### src/hdl/mmac_pkg.sv
// Shared types and constants for the min/max axis calibrator.
// No dependencies; every other file of the block refers to this package.
`timescale 1ns / 1ps

package mmac_pkg;

   localparam int SAMPLE_W = 16;                // raw reading and normalized result
   localparam int CENTRE_W = 17;                // max + min
   localparam int SPAN_W   = 18;                // max - min, signed
   localparam int DIFF_W   = 19;                // 2*raw - centre, signed
   localparam int MAG_W    = 17;                // magnitude of 2*raw - centre
   localparam int QUO_W    = 17;                // quotient bits before rounding
   localparam int REM_W    = 18;                // partial remainder
   localparam int CNT_W    = $clog2(QUO_W);
   localparam int CMD_W    = 2;
   localparam int STAT_W   = 2;
   localparam int LANES    = 3;

   localparam logic signed [SAMPLE_W-1:0] S16_MAX = 16'sh7fff;
   localparam logic signed [SAMPLE_W-1:0] S16_MIN = 16'sh8000;

   typedef enum logic [CMD_W-1:0] {
      CMD_OBSERVE   = 2'd0,
      CMD_CLEAR     = 2'd1,
      CMD_CALIBRATE = 2'd2,
      CMD_TRANSFORM = 2'd3
   } cmd_type;

   typedef enum logic [STAT_W-1:0] {
      STAT_OK   = 2'd0,
      STAT_SAT  = 2'd1,
      STAT_SPAN = 2'd2
   } status_type;

   typedef enum logic [1:0] {
      ST_IDLE,
      ST_PREP,
      ST_DIV,
      ST_FINISH
   } state_type;

   // control from the sequencer to each divider lane
   typedef struct packed {
      logic load;
      logic step;
   } div_ctl_type;

endpackage

### src/hdl/mmac_req_if.sv
// Request channel: command and one raw three-axis sample per word.
// Depends on mmac_pkg for field widths.
`timescale 1ns / 1ps

interface mmac_req_if;
   logic                                 valid;
   logic                                 ready;
   logic [mmac_pkg::CMD_W-1:0]           command;
   logic signed [mmac_pkg::SAMPLE_W-1:0] sample_x;
   logic signed [mmac_pkg::SAMPLE_W-1:0] sample_y;
   logic signed [mmac_pkg::SAMPLE_W-1:0] sample_z;

   modport source (output valid, command, sample_x, sample_y, sample_z, input ready);
   modport sink   (input valid, command, sample_x, sample_y, sample_z, output ready);
endinterface

### src/hdl/mmac_rsp_if.sv
// Response channel: normalized three-axis result and status per word.
// Depends on mmac_pkg for field widths.
`timescale 1ns / 1ps

interface mmac_rsp_if;
   logic                                 valid;
   logic                                 ready;
   logic signed [mmac_pkg::SAMPLE_W-1:0] norm_x;
   logic signed [mmac_pkg::SAMPLE_W-1:0] norm_y;
   logic signed [mmac_pkg::SAMPLE_W-1:0] norm_z;
   logic [mmac_pkg::STAT_W-1:0]          status;

   modport source (output valid, norm_x, norm_y, norm_z, status, input ready);
   modport sink   (input valid, norm_x, norm_y, norm_z, status, output ready);
endinterface

### src/hdl/mmac_div_lane.sv
// One bit-serial restoring divider lane: (mag << (FRAC_BITS+1)) / dvs.
// Depends on mmac_pkg; instantiated once per axis by the top level.
`timescale 1ns / 1ps

module mmac_div_lane #(
   parameter int FRAC_BITS = 12
) (
   input  logic                          clock,
   input  mmac_pkg::div_ctl_type         ctl,
   input  logic [mmac_pkg::MAG_W-1:0]    mag,
   input  logic [mmac_pkg::QUO_W-1:0]    dvs,
   output logic [mmac_pkg::QUO_W-1:0]    quo,
   output logic                          ovf
);

   localparam int NUM_W = mmac_pkg::MAG_W + FRAC_BITS + 1;

   logic [NUM_W-1:0]              num;
   logic [mmac_pkg::REM_W-1:0]    hi;
   logic [mmac_pkg::REM_W-1:0]    dvs_ext;
   logic [mmac_pkg::REM_W-1:0]    trial;
   logic                          fits;

   logic [mmac_pkg::REM_W-1:0]    rem_ff, rem_in;
   logic [mmac_pkg::QUO_W-1:0]    sh_ff, sh_in;
   logic [mmac_pkg::QUO_W-1:0]    quo_ff, quo_in;
   logic                          ovf_ff, ovf_in;

   assign num     = {mag, (FRAC_BITS + 1)'(0)};
   assign hi      = mmac_pkg::REM_W'(num[NUM_W-1:mmac_pkg::QUO_W]);
   assign dvs_ext = mmac_pkg::REM_W'(dvs);
   assign trial   = {rem_ff[mmac_pkg::REM_W-2:0], sh_ff[mmac_pkg::QUO_W-1]};
   assign fits    = (trial >= dvs_ext);

   always_comb begin
      rem_in = rem_ff;
      sh_in  = sh_ff;
      quo_in = quo_ff;
      ovf_in = ovf_ff;
      if (ctl.load) begin
         // upper part must already be below the divisor, else the quotient overflows
         rem_in = hi;
         sh_in  = num[mmac_pkg::QUO_W-1:0];
         quo_in = '0;
         ovf_in = (hi >= dvs_ext);
      end else if (ctl.step) begin
         rem_in = fits ? (trial - dvs_ext) : trial;
         sh_in  = {sh_ff[mmac_pkg::QUO_W-2:0], 1'b0};
         quo_in = {quo_ff[mmac_pkg::QUO_W-2:0], fits};
      end
   end

   always_ff @(posedge clock) begin
      rem_ff <= rem_in;
      sh_ff  <= sh_in;
      quo_ff <= quo_in;
      ovf_ff <= ovf_in;
   end

   assign quo = quo_ff;
   assign ovf = ovf_ff;

endmodule

### src/hdl/minmax_axis_calibrator.sv
// Min/max three-axis calibrator with hard-iron offset and scale correction.
// Request word: command plus three signed 16-bit readings; every request
// returns exactly one response word (norm_x/y/z in signed fixed point with
// FRAC_BITS fraction bits, and a status code).
// Observe folds the sample into the per-axis running min and max, clear
// returns them to their extremes, calibrate latches max+min and max-min,
// transform returns (2*raw - sum)/span rounded and saturated.
// Observe, clear, calibrate and a transform with a non-positive span go from
// idle straight to the finish step, which loads the response word. A good
// transform passes a setup step, then the bit-serial dividers (one quotient
// bit per cycle, all axes in parallel lanes), then the finish step, which
// rounds and loads the response.
// One request is in flight at a time; req ready is high only while idle.
// The response sits in an output register, so a new request is taken while
// the last response still waits; a stalled receiver holds the response and
// the next one waits in the finish step.
// Reset (synchronous, active high) sets min to 32767, max to -32768, the
// latched sum and span to zero, and drops any pending response.
`timescale 1ns / 1ps

module minmax_axis_calibrator #(
   parameter int FRAC_BITS = 12,
   parameter int AXES      = 3
) (
   input  logic       clock,
   input  logic       reset,
   mmac_req_if.sink   req_chan,
   mmac_rsp_if.source rsp_chan
);

   localparam int SW = mmac_pkg::SAMPLE_W;

   mmac_pkg::state_type   state_ff, state_in;
   mmac_pkg::div_ctl_type div_ctl;
   mmac_pkg::cmd_type     req_cmd;

   logic                          req_take;
   logic                          out_free;
   logic                          out_load;
   logic                          bad_now;
   logic                          div_done;

   logic signed [SW-1:0]          raw [mmac_pkg::LANES];

   logic signed [SW-1:0]               min_ff    [AXES];
   logic signed [SW-1:0]               max_ff    [AXES];
   logic [mmac_pkg::CENTRE_W-1:0]      centre_ff [AXES];
   logic [mmac_pkg::SPAN_W-1:0]        span_ff   [AXES];
   logic signed [SW-1:0]               samp_ff   [AXES];
   logic                               neg_ff    [AXES];

   logic [mmac_pkg::DIFF_W-1:0]   diff [AXES];
   logic [mmac_pkg::MAG_W-1:0]    mag  [AXES];
   logic [mmac_pkg::QUO_W-1:0]    quo  [AXES];
   logic                          ovf  [AXES];
   logic [mmac_pkg::QUO_W:0]      rnd  [AXES];
   logic [mmac_pkg::QUO_W-1:0]    qr   [AXES];
   logic                          sat  [AXES];
   logic signed [SW-1:0]          res  [mmac_pkg::LANES];
   logic [AXES-1:0]               sat_vec;
   logic [AXES-1:0]               bad_vec;

   mmac_pkg::cmd_type             cmd_ff;
   logic                          bad_ff;
   logic [mmac_pkg::CNT_W-1:0]    cnt_ff;

   logic                          rsp_valid_ff;
   logic signed [SW-1:0]          norm_ff [mmac_pkg::LANES];
   mmac_pkg::status_type          status_ff;

   assign raw[0]   = req_chan.sample_x;
   assign raw[1]   = req_chan.sample_y;
   assign raw[2]   = req_chan.sample_z;
   assign req_cmd  = mmac_pkg::cmd_type'(req_chan.command);
   assign req_take = req_chan.valid && req_chan.ready;
   assign out_free = !rsp_valid_ff || rsp_chan.ready;
   assign div_done = (cnt_ff == mmac_pkg::CNT_W'(mmac_pkg::QUO_W - 1));
   assign bad_now  = |bad_vec;

   // ---------------- per-axis state and divider lanes ----------------
   for (genvar l = 0; l < AXES; l++) begin : g_axis
      assign bad_vec[l] = span_ff[l][mmac_pkg::SPAN_W-1] || (span_ff[l] == '0);

      always_ff @(posedge clock) begin
         if (reset) begin
            min_ff[l]    <= mmac_pkg::S16_MAX;
            max_ff[l]    <= mmac_pkg::S16_MIN;
            centre_ff[l] <= '0;
            span_ff[l]   <= '0;
         end else if (req_take) begin
            case (req_cmd)
               mmac_pkg::CMD_OBSERVE: begin
                  if (raw[l] < min_ff[l]) min_ff[l] <= raw[l];
                  if (raw[l] > max_ff[l]) max_ff[l] <= raw[l];
               end
               mmac_pkg::CMD_CLEAR: begin
                  min_ff[l] <= mmac_pkg::S16_MAX;
                  max_ff[l] <= mmac_pkg::S16_MIN;
               end
               mmac_pkg::CMD_CALIBRATE: begin
                  centre_ff[l] <= {max_ff[l][SW-1], max_ff[l]} + {min_ff[l][SW-1], min_ff[l]};
                  span_ff[l]   <= {{2{max_ff[l][SW-1]}}, max_ff[l]}
                                - {{2{min_ff[l][SW-1]}}, min_ff[l]};
               end
               default: ;
            endcase
         end
      end

      always_ff @(posedge clock) begin
         if (req_take) samp_ff[l] <= raw[l];
         if (div_ctl.load) neg_ff[l] <= diff[l][mmac_pkg::DIFF_W-1];
      end

      // 2*raw - sum, then its magnitude
      assign diff[l] = {{2{samp_ff[l][SW-1]}}, samp_ff[l], 1'b0}
                     - {{2{centre_ff[l][mmac_pkg::CENTRE_W-1]}}, centre_ff[l]};
      assign mag[l]  = diff[l][mmac_pkg::DIFF_W-1]
                     ? mmac_pkg::MAG_W'(-diff[l]) : mmac_pkg::MAG_W'(diff[l]);

      mmac_div_lane #(.FRAC_BITS(FRAC_BITS)) u_lane (
         .clock (clock),
         .ctl   (div_ctl),
         .mag   (mag[l]),
         .dvs   (span_ff[l][mmac_pkg::QUO_W-1:0]),
         .quo   (quo[l]),
         .ovf   (ovf[l])
      );

      // round half away from zero: q = (q2 + 1) / 2, then saturate
      assign rnd[l] = {1'b0, quo[l]} + (mmac_pkg::QUO_W + 1)'(1);
      assign qr[l]  = rnd[l][mmac_pkg::QUO_W:1];
      assign sat[l] = ovf[l] || (neg_ff[l]
                      ? (qr[l] > mmac_pkg::QUO_W'(32768))
                      : (qr[l] > mmac_pkg::QUO_W'(32767)));
      assign sat_vec[l] = sat[l];
      assign res[l] = sat[l]
                    ? (neg_ff[l] ? mmac_pkg::S16_MIN : mmac_pkg::S16_MAX)
                    : (neg_ff[l] ? SW'(-qr[l][SW-1:0]) : qr[l][SW-1:0]);
   end

   for (genvar l = AXES; l < mmac_pkg::LANES; l++) begin : g_unused
      assign res[l] = '0;
   end

   // ---------------- sequencer ----------------
   always_ff @(posedge clock) begin
      if (reset) begin
         state_ff <= mmac_pkg::ST_IDLE;
      end else begin
         state_ff <= state_in;
      end
   end

   always_ff @(posedge clock) begin
      if (req_take) begin
         cmd_ff <= req_cmd;
         bad_ff <= bad_now;
      end
      if (div_ctl.load) cnt_ff <= '0;
      else if (div_ctl.step) cnt_ff <= cnt_ff + mmac_pkg::CNT_W'(1);
   end

   always_comb begin
      state_in = state_ff;
      case (state_ff)
         mmac_pkg::ST_IDLE: begin
            if (req_take) begin
               if (req_cmd == mmac_pkg::CMD_TRANSFORM && !bad_now) state_in = mmac_pkg::ST_PREP;
               else state_in = mmac_pkg::ST_FINISH;
            end
         end
         mmac_pkg::ST_PREP:   state_in = mmac_pkg::ST_DIV;
         mmac_pkg::ST_DIV:    if (div_done) state_in = mmac_pkg::ST_FINISH;
         mmac_pkg::ST_FINISH: if (out_free) state_in = mmac_pkg::ST_IDLE;
         default:             state_in = mmac_pkg::ST_IDLE;
      endcase
   end

   always_comb begin
      req_chan.ready = 1'b0;
      div_ctl.load   = 1'b0;
      div_ctl.step   = 1'b0;
      out_load       = 1'b0;
      case (state_ff)
         mmac_pkg::ST_IDLE:   req_chan.ready = 1'b1;
         mmac_pkg::ST_PREP:   div_ctl.load   = 1'b1;
         mmac_pkg::ST_DIV:    div_ctl.step   = 1'b1;
         mmac_pkg::ST_FINISH: out_load       = out_free;
         default: ;
      endcase
   end

   // ---------------- response register ----------------
   always_ff @(posedge clock) begin
      if (reset) begin
         rsp_valid_ff <= 1'b0;
      end else if (out_load) begin
         rsp_valid_ff <= 1'b1;
      end else if (rsp_chan.ready) begin
         rsp_valid_ff <= 1'b0;
      end
   end

   always_ff @(posedge clock) begin
      if (out_load) begin
         // zero words for everything but a good transform
         if (cmd_ff == mmac_pkg::CMD_TRANSFORM && !bad_ff) begin
            for (int l = 0; l < mmac_pkg::LANES; l++) norm_ff[l] <= res[l];
            status_ff <= (|sat_vec) ? mmac_pkg::STAT_SAT : mmac_pkg::STAT_OK;
         end else begin
            for (int l = 0; l < mmac_pkg::LANES; l++) norm_ff[l] <= '0;
            status_ff <= (cmd_ff == mmac_pkg::CMD_TRANSFORM)
                       ? mmac_pkg::STAT_SPAN : mmac_pkg::STAT_OK;
         end
      end
   end

   assign rsp_chan.valid  = rsp_valid_ff;
   assign rsp_chan.norm_x = norm_ff[0];
   assign rsp_chan.norm_y = norm_ff[1];
   assign rsp_chan.norm_z = norm_ff[2];
   assign rsp_chan.status = status_ff;

endmodule
### src/flat_wrapper.sv
// flat-port wrapper written by rule: the top's interface ports become plain ports
module minmax_axis_calibrator_flat 
#(
   parameter int FRAC_BITS = 12,
   parameter int AXES      = 3
)
  (clock, reset, req_chan_valid, req_chan_command, req_chan_sample_x, req_chan_sample_y, req_chan_sample_z, req_chan_ready, rsp_chan_valid, rsp_chan_norm_x, rsp_chan_norm_y, rsp_chan_norm_z, rsp_chan_status, rsp_chan_ready);
  mmac_req_if req_chan_i ();
  mmac_rsp_if rsp_chan_i ();
  input  logic clock;
  input  logic reset;
  input wire logic [$bits(req_chan_i.valid)-1:0] req_chan_valid;
  input wire logic [$bits(req_chan_i.command)-1:0] req_chan_command;
  input wire logic [$bits(req_chan_i.sample_x)-1:0] req_chan_sample_x;
  input wire logic [$bits(req_chan_i.sample_y)-1:0] req_chan_sample_y;
  input wire logic [$bits(req_chan_i.sample_z)-1:0] req_chan_sample_z;
  output wire logic [$bits(req_chan_i.ready)-1:0] req_chan_ready;
  output wire logic [$bits(rsp_chan_i.valid)-1:0] rsp_chan_valid;
  output wire logic [$bits(rsp_chan_i.norm_x)-1:0] rsp_chan_norm_x;
  output wire logic [$bits(rsp_chan_i.norm_y)-1:0] rsp_chan_norm_y;
  output wire logic [$bits(rsp_chan_i.norm_z)-1:0] rsp_chan_norm_z;
  output wire logic [$bits(rsp_chan_i.status)-1:0] rsp_chan_status;
  input wire logic [$bits(rsp_chan_i.ready)-1:0] rsp_chan_ready;
  assign req_chan_i.valid = req_chan_valid;
  assign req_chan_i.command = req_chan_command;
  assign req_chan_i.sample_x = req_chan_sample_x;
  assign req_chan_i.sample_y = req_chan_sample_y;
  assign req_chan_i.sample_z = req_chan_sample_z;
  assign req_chan_ready = req_chan_i.ready;
  assign rsp_chan_valid = rsp_chan_i.valid;
  assign rsp_chan_norm_x = rsp_chan_i.norm_x;
  assign rsp_chan_norm_y = rsp_chan_i.norm_y;
  assign rsp_chan_norm_z = rsp_chan_i.norm_z;
  assign rsp_chan_status = rsp_chan_i.status;
  assign rsp_chan_i.ready = rsp_chan_ready;
  minmax_axis_calibrator #(.FRAC_BITS(FRAC_BITS), .AXES(AXES)) u_core (.clock(clock), .reset(reset), .req_chan(req_chan_i), .rsp_chan(rsp_chan_i));
endmodule
### config.mk
export PLATFORM = sky130hd
export DESIGN_NAME = minmax_axis_calibrator_flat
export DESIGN_NICKNAME = d
export VERILOG_FILES = /design/src/hdl/mmac_pkg.sv /design/src/hdl/mmac_req_if.sv /design/src/hdl/mmac_rsp_if.sv /design/src/hdl/mmac_div_lane.sv /design/src/hdl/minmax_axis_calibrator.sv /design/src/flat_wrapper.sv
export SDC_FILE = /design/constraint.sdc
export NUM_CORES = 1
export LEC_CHECK = 0
export BUFFER_PORTS_ARGS = -buffer_cell sky130_fd_sc_hd__buf_4
export CORE_UTILIZATION = 45
export CTS_BUF_LIST = sky130_fd_sc_hd__clkbuf_4
export CTS_CLUSTER_DIAMETER = 120
export DETAILED_ROUTE_END_ITERATION = 10
export HOLD_SLACK_MARGIN = 0.12
export SKIP_CTS_REPAIR_TIMING = 1
export SYNTH_ARGS = -nofsm -noshare
export SYNTH_HDL_FRONTEND = slang
export SYNTH_HIERARCHICAL = 1
export SYNTH_SLANG_ARGS = --single-unit
### constraint.sdc
create_clock -name clock -period 3.8 [get_ports clock]
set_clock_uncertainty 0.05 [all_clocks]
set_input_delay 0 -clock clock [delete_from_list [all_inputs] [get_ports clock]]
set_output_delay 0 -clock clock [all_outputs]
set_load 0.05 [all_outputs]
==> flow_metrics.py <==
metrics = {
    "run_status": {
        "status": "complete, but fails checks",
        "violations": "setup timing",
    },
    "worst_hold_path": {
        "hold-path-endpoint": "u_core/state_ff[0]",
        "worstHoldStart": "req_chan_valid",
        "hold_path.class": "input port to register",
        "hold_depth": 6,
    },
    "setup_path": {
        "path_cells": "buf_4 -> inv_1 -> fa_1 -> nor2b_1 -> o31a_1 -> o21ba_4 -> o21a_1 -> mux2i_1 -> o211ai_1 -> a211oi_2 -> buf_4 -> a31oi_4 -> xor2_2 -> ha_1 -> a21oi_1 -> nor2b_1 -> o21ai_1 -> nand2b_1 -> o21ai_1 -> a21oi_1",
        "crit_path_end_kind": "register",
        "crit_type": "register to register",
        "slowest_stage": "fa_1",
        "r2r_cells": 20,
        "r2r-end": "u_core/g_axis[1].u_lane/ovf",
        "crit_required_ns": 4.34,
        "crit_fanout": 5,
        "critPathLaunch": "u_core/samp_ff[0][16]",
        "cpPeakStageDelay_ns": 0.44,
        "reg2reg_slack_ns": -0.24,
        "worstSetupStartpointType": "register",
        "critical_path_arrival_ns": 4.58,
        "worstReg2RegStart": "u_core/samp_ff[0][16]",
    },
    "sta": {
        "post-route-period-util_pct": 106,
        "worst_pin_slew_ns": 1.14,
        "relSlewSlack_pct": 23.4,
        "maxClockFrequency_mhz": 248,
        "finalHoldViolCount": 0,
        "drv_slew": 0,
        "min_period_ns": 4.04,
        "setup_viol": 3,
        "rsz0062_at_grt": "yes",
        "setup_ws_ns": -0.239,
    },
    "global_routing": {
        "overflow": 0,
        "track_usage_pct": 20.1,
        "grt_max_degree": 50,
        "grt_pass1_vias": 24165,
        "antenna_found_initial": 2,
        "grt_pass1_wl_um": 122000,
    },
    "logic_synthesis": {
        "yosysTopAreaCell": "edfxtp_1",
        "synthCells": 3495,
        "synth_compound_area_share_pct": 17.8,
        "synth_edf_count": 353,
        "synth-seq-cells": 424,
        "synthArstFlopShare_pct": 0,
        "synth_cell_type_count": 107,
        "synth_top_flop_cell": "edfxtp_1",
        "syn_area_um2": 32700,
        "synth_nets": 3906,
        "synth_area_leaders": "edfxtp_1, ha_1, dfxtp_1, nor2_1, xnor2_1",
        "syn_area_per_cell_um2": 9.35,
        "muxShareOfSynthArea_pct": 2.92,
        "synth_top_family_by_area": "compound AO/OA/AOI/OAI gates",
        "ys_warn_count": 6,
        "yosysSeqAreaShare_pct": 36.8,
        "yosys.area_share.simple_pct": 16.9,
        "synth_xor_area_share_pct": 6.22,
        "synthAdderAreaFrac_pct": 14.0,
        "yosysTopAreaCellShare_pct": 32.5,
    },
    "detailed_routing": {
        "post_drt_wl_per_cell_um": 16.0,
        "drc": 0,
        "viasPerCell": 5.39,
        "drt_first_pass_iters": 6,
        "drtIter0Drc": 1716,
        "ant_nets": 0,
        "routed_wl_um": 79300,
        "vias": 26693,
    },
    "pwr": {
        "p_switching_mw": 10.8,
        "vdd_drop_max_mv": 0.324,
        "p_seq_share_pct": 27.0,
        "p_sw_share_pct": 41.4,
        "intPower_mw": 15.3,
        "p_leak_nw": 16.4,
        "combPwrFrac_pct": 57.7,
        "p_clk_share_pct": 15.3,
        "power_mw": 26.1,
        "pwr_density_cell_nw_per_um2": 671,
    },
    "placed_design": {
        "place_congestion": 0.843,
        "io_buffer_count": 105,
        "dp.cells": 4621,
        "dp_hpwl_um": 58500,
    },
    "floorplanning": {
        "die_w_um": 271,
        "core_um2": 71600,
        "io_pins": 106,
        "dieArea_um2": 73700,
        "initial_core_util_pct": 45.6,
        "die_h_um": 271,
        "placementRows": 98,
    },
    "clocking": {
        "clock_latency_ns": 0.87,
        "cts_buffers": 116,
        "path_clk_slew_ns": 0.07,
        "cts.path.max_buffers": 3,
        "cts.sinks": 424,
        "cts_root_buffer": "clkbuf_4",
        "cts_max_level": 3,
        "cts_tree": "yes",
    },
    "cells_and_area": {
        "layout.cells.most_common_list": "edfxtp_1, nor2_1, ha_1",
        "finalCoreUtilization_pct": 54.3,
        "fin_cells": 4952,
        "drive_gt1_share_pct": 16.5,
        "finalNetCount": 4326,
        "final_common_cell": "edfxtp_1",
        "fillers": 6590,
        "synthToLayoutAreaGrowth_pct": 19.1,
    },
    "job": {
        "cap_viol_max_count": 0,
    },
}
[cell type report]
cell class              instances  area [um2]  share of cell area, %
clock buffers                 170        1280                   3.28
well taps                     950        1190                   3.06
flip-flops and latches        424       12000                   30.9
multi-input cells            2620       19500                   50.1
repair buffers                424        3510                   9.03
clock inverters                34         163                  0.418
diodes                          1        2.50                0.00643
inverters                     329        1230                   3.18
[power groups by stage]
stage	clock network [mW]	logic [mW]	registers, mW
final	3.99	15.1	7.04
after CTS	4.16	14.4	7.04
after detailed placement	0	14.3	7.13
after floorplan	0	10.5	7.23
after global routing	4.41	16.7	7.14
after global placement	0	14.2	7.11
[stage by stage]
| stage | area [um2] | hold WS (ns) | setup slack [ns] | setup TNS [ns] |
|---|---|---|---|---|
| 2_1_floorplan | 32800 | 0.0489 | 0.00715 | 0 |
| 3_3_place_gp | 35800 | 0.176 | -0.166 | -0.439 |
| 3_5_place_dp | 35800 | 0.185 | -0.276 | -0.704 |
| 4_1_cts | 37200 | -0.763 | -0.308 | -0.747 |
| 5_1_grt | 38900 | 0.151 | -0.514 | -1.44 |
| 6_report | 38900 | 0.173 | -0.239 | -0.540 |
[registers in the layout (all words and copies together), names as in the netlist, 5 cells and up]
signal / cells
u_core/g_axis.u_lane/quo: 51
u_core/g_axis.u_lane/rem_ff: 51
u_core/min_ff: 48
u_core/cnt_ff: 5
u_core/norm_ff: 48
u_core/g_axis.u_lane/sh_ff: 12
u_core/max_ff: 48
u_core/span_ff: 49
u_core/samp_ff: 48
u_core/centre_ff: 50
[cells by family (layout without fill, tap and decap cells)]
kind of cell / Yosys count / after routing
mux: 94 / 94
other cells: 0 / 1
compound gates: 832 / 832
xor+xnor: 232 / 232
flops: 424 / 424
buf+inv: 451 / 957
fa+ha+maj: 357 / 357
simple gates: 1105 / 1105
[worst max-delay path by stage]
stage	cells past startpoint	slack, ns	endpoint
finish	20	-0.24	u_core/g_axis[1].u_lane/ovf
global route	19	-0.51	u_core/g_axis[1].u_lane/ovf
CTS	18	-0.31	u_core/g_axis[1].u_lane/ovf
detailed placement	18	-0.28	u_core/g_axis[1].u_lane/ovf
global placement	15	-0.17	u_core/g_axis[2].u_lane/ovf
floorplan	15	0.007	u_core/g_axis[2].u_lane/ovf
[Yosys cell counts, drive strengths merged (34+ instances only)]
library cell / instances
a21o: 76
xnor2: 141
or3: 36
and2: 46
mux2i: 83
edfxtp: 353
a31oi: 35
nand3: 91
o31ai: 34
nand2: 216
nand4: 49
buf: 34
xor2: 91
o211ai: 34
nor2b: 59
nor3: 70
clkbuf: 88
o21a: 35
nor2: 345
inv: 328
ha: 345
a21oi: 210
dfxtp: 71
nand2b: 49
o21ai: 145
[per-layer routing]
metal	part of all wire, %	routed length, um	GRT usage, %	vias up
met5	0	0	0	-
met4	1.9	1480	6.56	0
met3	5.2	4150	2.51	104
met2	41	32300	28.8	604
met1	52	41400	30.8	12327
li1	-	-	-	13658
[critical path, delay by kind of cell, from the launching register on]
family | cells | cell delay [ns]
DFF | 1 | 0.41
buffers and inverters | 3 | 0.34
adders and majority gates | 2 | 0.74
AOI/OAI and AO/OA | 10 | 1.47
and+or+nand+nor | 3 | 0.29
xor gates and xnor gates | 1 | 0.19
muxes | 1 | 0.26
(Power assumes the default switching activity.)
